**src/rtl/core/pcvdf_pkg.sv**
```systemverilog
// ----------------------------------------------------------------------------
// pcvdf_pkg
// Shared types, constants and helper functions of the voxel dedup filter.
// ----------------------------------------------------------------------------
package pcvdf_pkg;

    localparam int TABLE_ENTRIES    = 4096;
    localparam int ADDR_W           = $clog2(TABLE_ENTRIES);
    localparam int CNT_W            = ADDR_W + 1;
    localparam int VOXEL_INDEX_BITS = 21;
    localparam int KEY_W            = 3 * VOXEL_INDEX_BITS;
    localparam int CFG_IDX_W        = 4;
    localparam int CFG_DATA_W       = 64;

    // Sampling is on below 1000.0 in Q12.12
    localparam logic [23:0] SAMPLING_LIMIT = 24'd4096000;

    // Register indexes
    localparam logic [CFG_IDX_W-1:0] REG_ROT_X  = 4'd0;
    localparam logic [CFG_IDX_W-1:0] REG_ROT_Y  = 4'd1;
    localparam logic [CFG_IDX_W-1:0] REG_ROT_Z  = 4'd2;
    localparam logic [CFG_IDX_W-1:0] REG_SHIFT_X = 4'd3;
    localparam logic [CFG_IDX_W-1:0] REG_SHIFT_Y = 4'd4;
    localparam logic [CFG_IDX_W-1:0] REG_SHIFT_Z = 4'd5;
    localparam logic [CFG_IDX_W-1:0] REG_RANGE  = 4'd6;
    localparam logic [CFG_IDX_W-1:0] REG_VOXEL  = 4'd7;

    // Input op codes
    localparam logic OP_POINT = 1'b0;
    localparam logic OP_FRAME = 1'b1;

    typedef struct packed {
        logic               op;
        logic signed [31:0] pos_x;
        logic signed [31:0] pos_y;
        logic signed [31:0] pos_z;
        logic               invalid;
        logic [7:0]         red_in;
        logic [7:0]         green_in;
        logic [7:0]         blue_in;
    } in_item_t;

    typedef struct packed {
        logic signed [31:0] out_x;
        logic signed [31:0] out_y;
        logic signed [31:0] out_z;
        logic [7:0]         red_out;
        logic [7:0]         green_out;
        logic [7:0]         blue_out;
        logic               table_overflow;
    } out_item_t;

    typedef struct packed {
        logic [59:0]        rot_row_x;
        logic [59:0]        rot_row_y;
        logic [59:0]        rot_row_z;
        logic signed [31:0] shift_x;
        logic signed [31:0] shift_y;
        logic signed [31:0] shift_z;
        logic [63:0]        range_limit_sq;
        logic [23:0]        voxel_inverse;
    } cfg_t;

    typedef struct packed {
        logic [63:0]        dist_sq;
        logic signed [31:0] ox;
        logic signed [31:0] oy;
        logic signed [31:0] oz;
        logic [KEY_W-1:0]   key;
    } arith_res_t;

    typedef struct packed {
        logic hit;
        logic overflow;
    } tbl_res_t;

    // Saturate a 37-bit signed sum to 32 bits
    function automatic logic signed [31:0] sat32(input logic signed [36:0] v);
        logic signed [36:0] hi;
        logic signed [36:0] lo;
        begin
            hi = 37'sd2147483647;
            lo = -37'sd2147483648;
            if (v > hi)
                sat32 = 32'sh7FFFFFFF;
            else if (v < lo)
                sat32 = 32'sh80000000;
            else
                sat32 = v[31:0];
        end
    endfunction

    // Saturate a floored voxel index to VOXEL_INDEX_BITS signed bits
    function automatic logic [VOXEL_INDEX_BITS-1:0] vox_field(input logic signed [28:0] v);
        logic signed [28:0] hi;
        logic signed [28:0] lo;
        begin
            hi = 29'sd1 <<< (VOXEL_INDEX_BITS - 1);
            hi = hi - 29'sd1;
            lo = -hi - 29'sd1;
            if (v > hi)
                vox_field = hi[VOXEL_INDEX_BITS-1:0];
            else if (v < lo)
                vox_field = lo[VOXEL_INDEX_BITS-1:0];
            else
                vox_field = v[VOXEL_INDEX_BITS-1:0];
        end
    endfunction

endpackage

```
**src/rtl/core/pcvdf_arith.sv**
```systemverilog
// ----------------------------------------------------------------------------
// pcvdf_arith
// Shared-multiplier sequencer: range sum, rotation plus translation and voxel
// key, one product per cycle, accumulated in the next cycle.
// ----------------------------------------------------------------------------
module pcvdf_arith (
    input  logic                clk,
    input  logic                rst_n,
    input  logic                start,
    input  pcvdf_pkg::in_item_t pt,
    input  pcvdf_pkg::cfg_t     cfg,
    output logic                done,
    output pcvdf_pkg::arith_res_t res
);
    import pcvdf_pkg::*;

    logic               run_reg, run_next;
    logic [3:0]         cnt_reg, cnt_next;
    logic               stv_reg;
    logic [3:0]         step_reg;
    logic signed [65:0] prod_reg;
    logic signed [32:0] op_a, op_b;
    logic signed [53:0] acc_reg;
    logic signed [53:0] acc_sum;
    logic signed [36:0] axis_sum;
    logic signed [28:0] vox_fl;
    logic               done_reg;

    // Select the multiplier operands for this step
    always_comb
    begin
        op_a = '0;
        op_b = '0;
        case (cnt_reg)
            4'd0:  begin op_a = 33'(pt.pos_x); op_b = 33'(pt.pos_x); end
            4'd1:  begin op_a = 33'(pt.pos_y); op_b = 33'(pt.pos_y); end
            4'd2:  begin op_a = 33'(pt.pos_z); op_b = 33'(pt.pos_z); end
            4'd3:  begin op_a = 33'($signed(cfg.rot_row_x[19:0]));  op_b = 33'(pt.pos_x); end
            4'd4:  begin op_a = 33'($signed(cfg.rot_row_x[39:20])); op_b = 33'(pt.pos_y); end
            4'd5:  begin op_a = 33'($signed(cfg.rot_row_x[59:40])); op_b = 33'(pt.pos_z); end
            4'd6:  begin op_a = 33'($signed(cfg.rot_row_y[19:0]));  op_b = 33'(pt.pos_x); end
            4'd7:  begin op_a = 33'($signed(cfg.rot_row_y[39:20])); op_b = 33'(pt.pos_y); end
            4'd8:  begin op_a = 33'($signed(cfg.rot_row_y[59:40])); op_b = 33'(pt.pos_z); end
            4'd9:  begin op_a = 33'($signed(cfg.rot_row_z[19:0]));  op_b = 33'(pt.pos_x); end
            4'd10: begin op_a = 33'($signed(cfg.rot_row_z[39:20])); op_b = 33'(pt.pos_y); end
            4'd11: begin op_a = 33'($signed(cfg.rot_row_z[59:40])); op_b = 33'(pt.pos_z); end
            4'd13: begin op_a = 33'(res.ox); op_b = $signed({9'd0, cfg.voxel_inverse}); end
            4'd14: begin op_a = 33'(res.oy); op_b = $signed({9'd0, cfg.voxel_inverse}); end
            4'd15: begin op_a = 33'(res.oz); op_b = $signed({9'd0, cfg.voxel_inverse}); end
            default: begin op_a = '0; op_b = '0; end
        endcase
    end

    // Advance the step counter
    always_comb
    begin
        run_next = run_reg;
        cnt_next = cnt_reg;
        if (start)
        begin
            run_next = 1'b1;
            cnt_next = '0;
        end
        else if (run_reg)
        begin
            cnt_next = cnt_reg + 4'd1;
            if (cnt_reg == 4'd15)
                run_next = 1'b0;
        end
    end

    always_ff @(posedge clk or negedge rst_n)
    begin
        if (!rst_n)
        begin
            run_reg  <= 1'b0;
            cnt_reg  <= '0;
            stv_reg  <= 1'b0;
            done_reg <= 1'b0;
        end
        else
        begin
            run_reg  <= run_next;
            cnt_reg  <= cnt_next;
            stv_reg  <= run_reg;
            done_reg <= stv_reg && (step_reg == 4'd15);
        end
    end

    assign acc_sum  = acc_reg + prod_reg[53:0];
    assign axis_sum = 37'(acc_sum >>> 18);
    assign vox_fl   = 29'(prod_reg[56:0] >>> 28);

    // Multiply, then accumulate the previous product
    always_ff @(posedge clk)
    begin
        prod_reg <= op_a * op_b;
        step_reg <= cnt_reg;
        if (stv_reg)
        begin
            case (step_reg)
                4'd0:  res.dist_sq <= prod_reg[63:0];
                4'd1,
                4'd2:  res.dist_sq <= res.dist_sq + prod_reg[63:0];
                4'd3,
                4'd6,
                4'd9:  acc_reg <= prod_reg[53:0];
                4'd4,
                4'd7,
                4'd10: acc_reg <= acc_sum;
                4'd5:  res.ox <= sat32(axis_sum + 37'(cfg.shift_x));
                4'd8:  res.oy <= sat32(axis_sum + 37'(cfg.shift_y));
                4'd11: res.oz <= sat32(axis_sum + 37'(cfg.shift_z));
                4'd13: res.key[VOXEL_INDEX_BITS-1:0] <= vox_field(vox_fl);
                4'd14: res.key[2*VOXEL_INDEX_BITS-1:VOXEL_INDEX_BITS] <= vox_field(vox_fl);
                4'd15: res.key[KEY_W-1:2*VOXEL_INDEX_BITS] <= vox_field(vox_fl);
                default: acc_reg <= acc_reg;
            endcase
        end
    end

    assign done = done_reg;

endmodule

```
**config.mk**
```make
export PLATFORM = sky130hd
export DESIGN_NAME = pcvdf_arith
export DESIGN_NICKNAME = d
export VERILOG_FILES = /design/src/rtl/core/pcvdf_pkg.sv /design/src/rtl/core/pcvdf_arith.sv
export SDC_FILE = /design/constraint.sdc
export NUM_CORES = 2
export LEC_CHECK = 0
export BUFFER_PORTS_ARGS = -buffer_cell sky130_fd_sc_hd__buf_4
export CAP_MARGIN = 30
export CELL_PAD_IN_SITES_DETAIL_PLACEMENT = 1
export CELL_PAD_IN_SITES_GLOBAL_PLACEMENT = 1
export CORE_MARGIN = 2
export CORE_UTILIZATION = 40
export CTS_BUF_LIST = sky130_fd_sc_hd__clkbuf_4 sky130_fd_sc_hd__clkbuf_8
export DETAILED_ROUTE_END_ITERATION = 10
export PLACE_DENSITY_LB_ADDON = 0.12
export REMOVE_ABC_BUFFERS = 1
export SLEW_MARGIN = 30
export SYNTH_ARGS = -nofsm -noshare
export SYNTH_HDL_FRONTEND = slang
export SYNTH_SLANG_ARGS = --single-unit
```
**constraint.sdc**
```tcl
create_clock -name clk -period 21.6 [get_ports clk]
set_input_delay 1.08 -clock clk [delete_from_list [all_inputs] [get_ports clk]]
set_output_delay 1.08 -clock clk [all_outputs]
set_load 0.005 [all_outputs]
```
Word level (Yosys, flattened, before mapping)
Index checks and enable logic that the tools add are counted.

Register bits: 352. Latch bits: 0. RAM bits: 0. Bits in read-only memories: 0. Output and inout bits: 224. Logic and storage cells: 92. Memories: 0.

Add/subtract/negate cells: 6. $mul: 1. Divide/modulo/power cells: 0. Magnitude comparators: 8. Equal/unequal tests: 28. Shift operators: 0. Multiplexer cells: 14. Bitwise operators: 0. Reduce and logical (&&, ||, !) cells: 21.

Operators by type and width (number): case mux 33 bit (15 select lines) (1); case mux 33 bit (4 select lines) (1); case mux 64 bit (2 select lines) (1); adder 36 x 32 -> 37 bit (3); greater-than comparator 37 x 32 -> 1 bit, second input constant (3); less-than comparator 37 x 32 -> 1 bit, second input constant (3); case mux 54 bit (2 select lines) (1); two-way mux 32 bit (3); adder 64 bit (1); multiplier 33 x 33 -> 64 bit (1); equality test 4 bit, second input constant (14); adder 54 bit (1); two-way mux 21 bit (2); equality test 4 x 3 -> 1 bit, second input constant (8); greater-than comparator 29 x 21 -> 1 bit, second input constant (1); less-than comparator 29 x 21 -> 1 bit, second input constant (1); equality test 4 x 2 -> 1 bit, second input constant (4); AND reduction 2 bit (8); OR reduction 4 bit (3); OR reduction 3 bit (3); equality test 4 x 1 -> 1 bit, second input constant (2); logical NOT 4 bit (2); two-way mux 4 bit (2); nonzero test 2 bit (3); other kinds (4) (6).

Logic depth before layout (Yosys ltp)
Depth after elaboration: 4. Depth in mapped cells: 43.

Worst setup path before layout
OpenSTA, ideal clock, no wires.

Path kind: register to register. Start: reg cnt_reg[0]. End: reg prod_reg[61]. Data arrival time: 9.784 ns. Path slack: 11.680 ns. Cell stages (with the launch flop): 37. Period minus slack after synthesis: 9.920 ns. Cells stage by stage: dfrtp_1 > ha_1 > and2_1 > clkbuf_1 > or4_1 > clkbuf_1 > buf_1 > a221oi_1 > clkbuf_1 > nor2_1 > fa_1 > inv_1 > fa_1 > fa_1 > inv_1 > fa_1 > inv_1 > fa_1 > inv_1 > fa_1 > fa_1 > inv_1 > fa_1 > inv_1 > ha_1 > a21oi_1 > o21ai_1 > nand3_1 > a211oi_1 > or3_1 > a211oi_1 > o31ai_1 > a21oi_1 > o21ai_1 > a311oi_1 > o41ai_1 > xor2_1.

Cells in the longest elaborated chain, start to end: 4. Elaborated cells between the ends (all ways): 22. Classes of those cells: mul (1); eq/ne (14); mux (2); reduce/logical (5).

RTL lines: start: declaration (line pcvdf_arith.sv:18) `logic [3:0] cnt_reg, cnt_next;`; start signal: assignment (line pcvdf_arith.sv:84) `cnt_reg <= cnt_next;`; equality test 4 bit (tied with other cells) (line pcvdf_arith.sv:34) `case (cnt_reg)`; OR reduction 4 bit (no source line) or OR reduction 3 bit (tied branches); case mux 33 bit (4 select lines) (line pcvdf_arith.sv:34); multiplier 33 x 33 -> 64 bit (*) (line pcvdf_arith.sv:97) `prod_reg <= op_a * op_b;`; end signal: assignment (line pcvdf_arith.sv:97); end: declaration (line pcvdf_arith.sv:21) `logic signed [65:0] prod_reg;`.

Mark *: on every way between the ends. The rest lies on a longest branch, timed or not. A chain may end at the register's enable or synchronous reset.

Worst setup path in the final report
Start: reg cnt_reg[2]. End: reg prod_reg[61].

The elaborated chain is that of the path after synthesis.

==> results.cfg <==
[sta]
worstMarginPinSlew_ps = 1060
rsz0062_at_grt = false
fmax_mhz = 79.2
finalHoldViolations = 0
fin_setup_tns_ps = 0
setup_viol = 0
report.final.slew_viol_count = 0
period_share_pct = 58.4
maxSlewHeadroom_pct = 28.9
fin_crit_ps = 12620
clock-skew-final_ps = 73.8

[synth]
synth_mux_area_share_pct = 0.869
synth_ff_type = edfxtp_1
ys_types = 82
syn_area_sq_mm = 0.0633
synth-simple-area-share_pct = 12.8
synth_fa_ha_area_share_pct = 43.8
synth_top_cell_by_area = fa_1
async_reset_ff_share_pct = 1.99
ys_seq_area_share_pct = 15.6
synthTopCellsByArea = fa_1, edfxtp_1, ha_1
synth-compound-area-share_pct = 14.1
ys_seq_elements = 352
synth_edf_count = 277
synth_top_area_share_pct = 35.1
synth_xor_area_share_pct = 3.80
syn_area_per_cell_sq_um = 9.07
synth_top_family_by_area = adder cells
synth_most_common_cell = inv_1
synth.yosys.warnings = 0
synth_commonest_cells = inv_1, fa_1, nand2_1
synthCells = 6984

[cells_and_area]
drive_gt1_share_pct = 13.3
largest_reg_flops = 223
nFillCells = 18300
area_delta_synth_final_pct = 13.8
final_nets = 9498

[clocking]
ctsLongestPathBuffers = 3
post-cts-setup-buffers = 0
numCtsBuffers = 59
cts.clk_slew.worst_paths_ps = 80
htree_levels = 2
cts-root-buf = clkbuf_8
cts_tree = built
worst_skew_pair.late_latency_ps = 740
cts_hold_buf = 0
cts.sinks = 352
cts_resized = 0

[worst_setup_path]
path_max_fanout = 33
slowest_delay_ps = 990
r2r_setup_slack_ps = 8980
worstSetupPathType = register to register
critical_path_arrival_ps = 13210
crit_required_ps = 22190
cpMostUsedCell = fa_1
cp_slowest_cell = or4_2
endpoint_kind = register
critPathLaunchType = register

[flow_run]
drv_cap = 0

[status]
status = finished clean

[floorplanning]
die_w_um = 402
die-area_sq_mm = 0.161
coreArea_sq_mm = 0.158
rows = 146
start_util_pct = 40.1
io_pins = 713
die_h_um = 402

[detailed_routing]
dr.pass1.iters = 9
drc = 0
ant_nets = 0
drt_iter0_drc = 4324
wl_per_cell_um = 28.6
vias_per_cell = 5.69
wl_um = 274000
vias = 54600

[global_route]
grt.overflow.total = 0
grt_max_degree = 75
grt_pass1_wl_um = 406000
antenna_found_initial = 28
grt_usage_pct = 34.1
grt_pass1_vias = 59700

[placement]
port_buffers = 622
routabilityCongestion = 0.962
dpl.hpwl_um = 226000

[worst_hold_path]
hold_class = primary input to asynchronous set/reset pin
[cell usage in the layout (no fill, tap or decap), types with 12 or more instances in the layout]
cell type and count:
a22o_1 41, nand3_1 53, o31ai_1 22, and2_1 34
nor3_1 40, a211oi_1 39, fa_1 1109, edfxtp_1 277
clkbuf_8 68, or3_1 15, o21a_1 42, clkbuf_4 14
nor2_1 568, o211ai_1 19, mux2_2 38, buf_4 752
dfxtp_1 68, o21ai_1 116, a22oi_1 132, nor2b_1 42
a21oi_1 284, a221oi_1 33, xnor2_1 178, o21bai_1 46
nand2_1 892, and4_1 12, inv_1 1195, xor2_1 96
nand4_1 55, a21o_1 220, nand2b_1 45, a31oi_1 24
and3_1 24, o21ai_0 159, a221o_1 26, ha_1 440
[kinds of logic after synthesis]
family,Yosys count
flops,352
xor+xnor,275
simple gates,1883
mux,50
buf+inv,1541
compound gates,1333
fa+ha+maj,1550
[routing by layer]
metal	GRT usage (%)	up-vias	part of all wire (%)
met2	53.3	2169	44
met4	9.42	22	3.2
met1	46.8	28400	43
li1	-	23600	-
met3	8.83	403	9.6
met5	0	-	0.050
[through the flow]
step           cells  hold WS [ps]  worst slack [ps]  utilization, %  cell area, sq um
2_1_floorplan   6643           432             10380               -             62000
3_3_place_gp    9468           470              8970            44.8             70700
3_5_place_dp    9470           486              9150            44.8             70700
4_1_cts         9581           120              9100            45.7             72100
5_1_grt         9587           142              8550            45.7             72100
6_report        9591           163              8980            45.7             72100
[critical path, delay by kind of cell, from the launching register on]
kind / cells / cell delay (ps)
AO/OA/AOI/OAI: 9 / 3170
XOR/XNOR: 1 / 150
adder cells (fa/ha/maj): 9 / 4360
buffers and inverters: 7 / 980
flip-flops: 1 / 810
AND/OR/NAND/NOR: 7 / 2890
[area by class of cell]
type / count / area, sq um / area share, %
diodes: 10 / 25.0 / 0.0347
clock buffers: 82 / 1040 / 1.44
clock inverters: 29 / 282 / 0.391
inverters: 1200 / 4500 / 6.25
multi-input cells: 5091 / 48100 / 66.7
flip-flops and latches: 352 / 9850 / 13.7
well taps: 2072 / 2590 / 3.60
repair buffers: 755 / 5690 / 7.89
[path summary, 6_finish.rpt]
check | startpoint | cells after the start | endpoint
max | cnt_reg[2]$_DFFE_PN0P_ | 33 | prod_reg[61]$_DFF_P_
min | rst_n | 1 | done$_DFF_PN0_
max reg2reg | cnt_reg[2]$_DFFE_PN0P_ | 33 | prod_reg[61]$_DFF_P_
min reg2reg | cnt_reg[1]$_DFFE_PN0P_ | 0 | step_reg[1]$_DFF_P_
max in group asynchronous | rst_n | 1 | stv_reg$_DFF_PN0_
min in group clk | cnt_reg[1]$_DFFE_PN0P_ | 0 | step_reg[1]$_DFF_P_
Power is not shown: default switching activity piles up to over one toggle a cycle in this logic, so the estimate is an artifact.
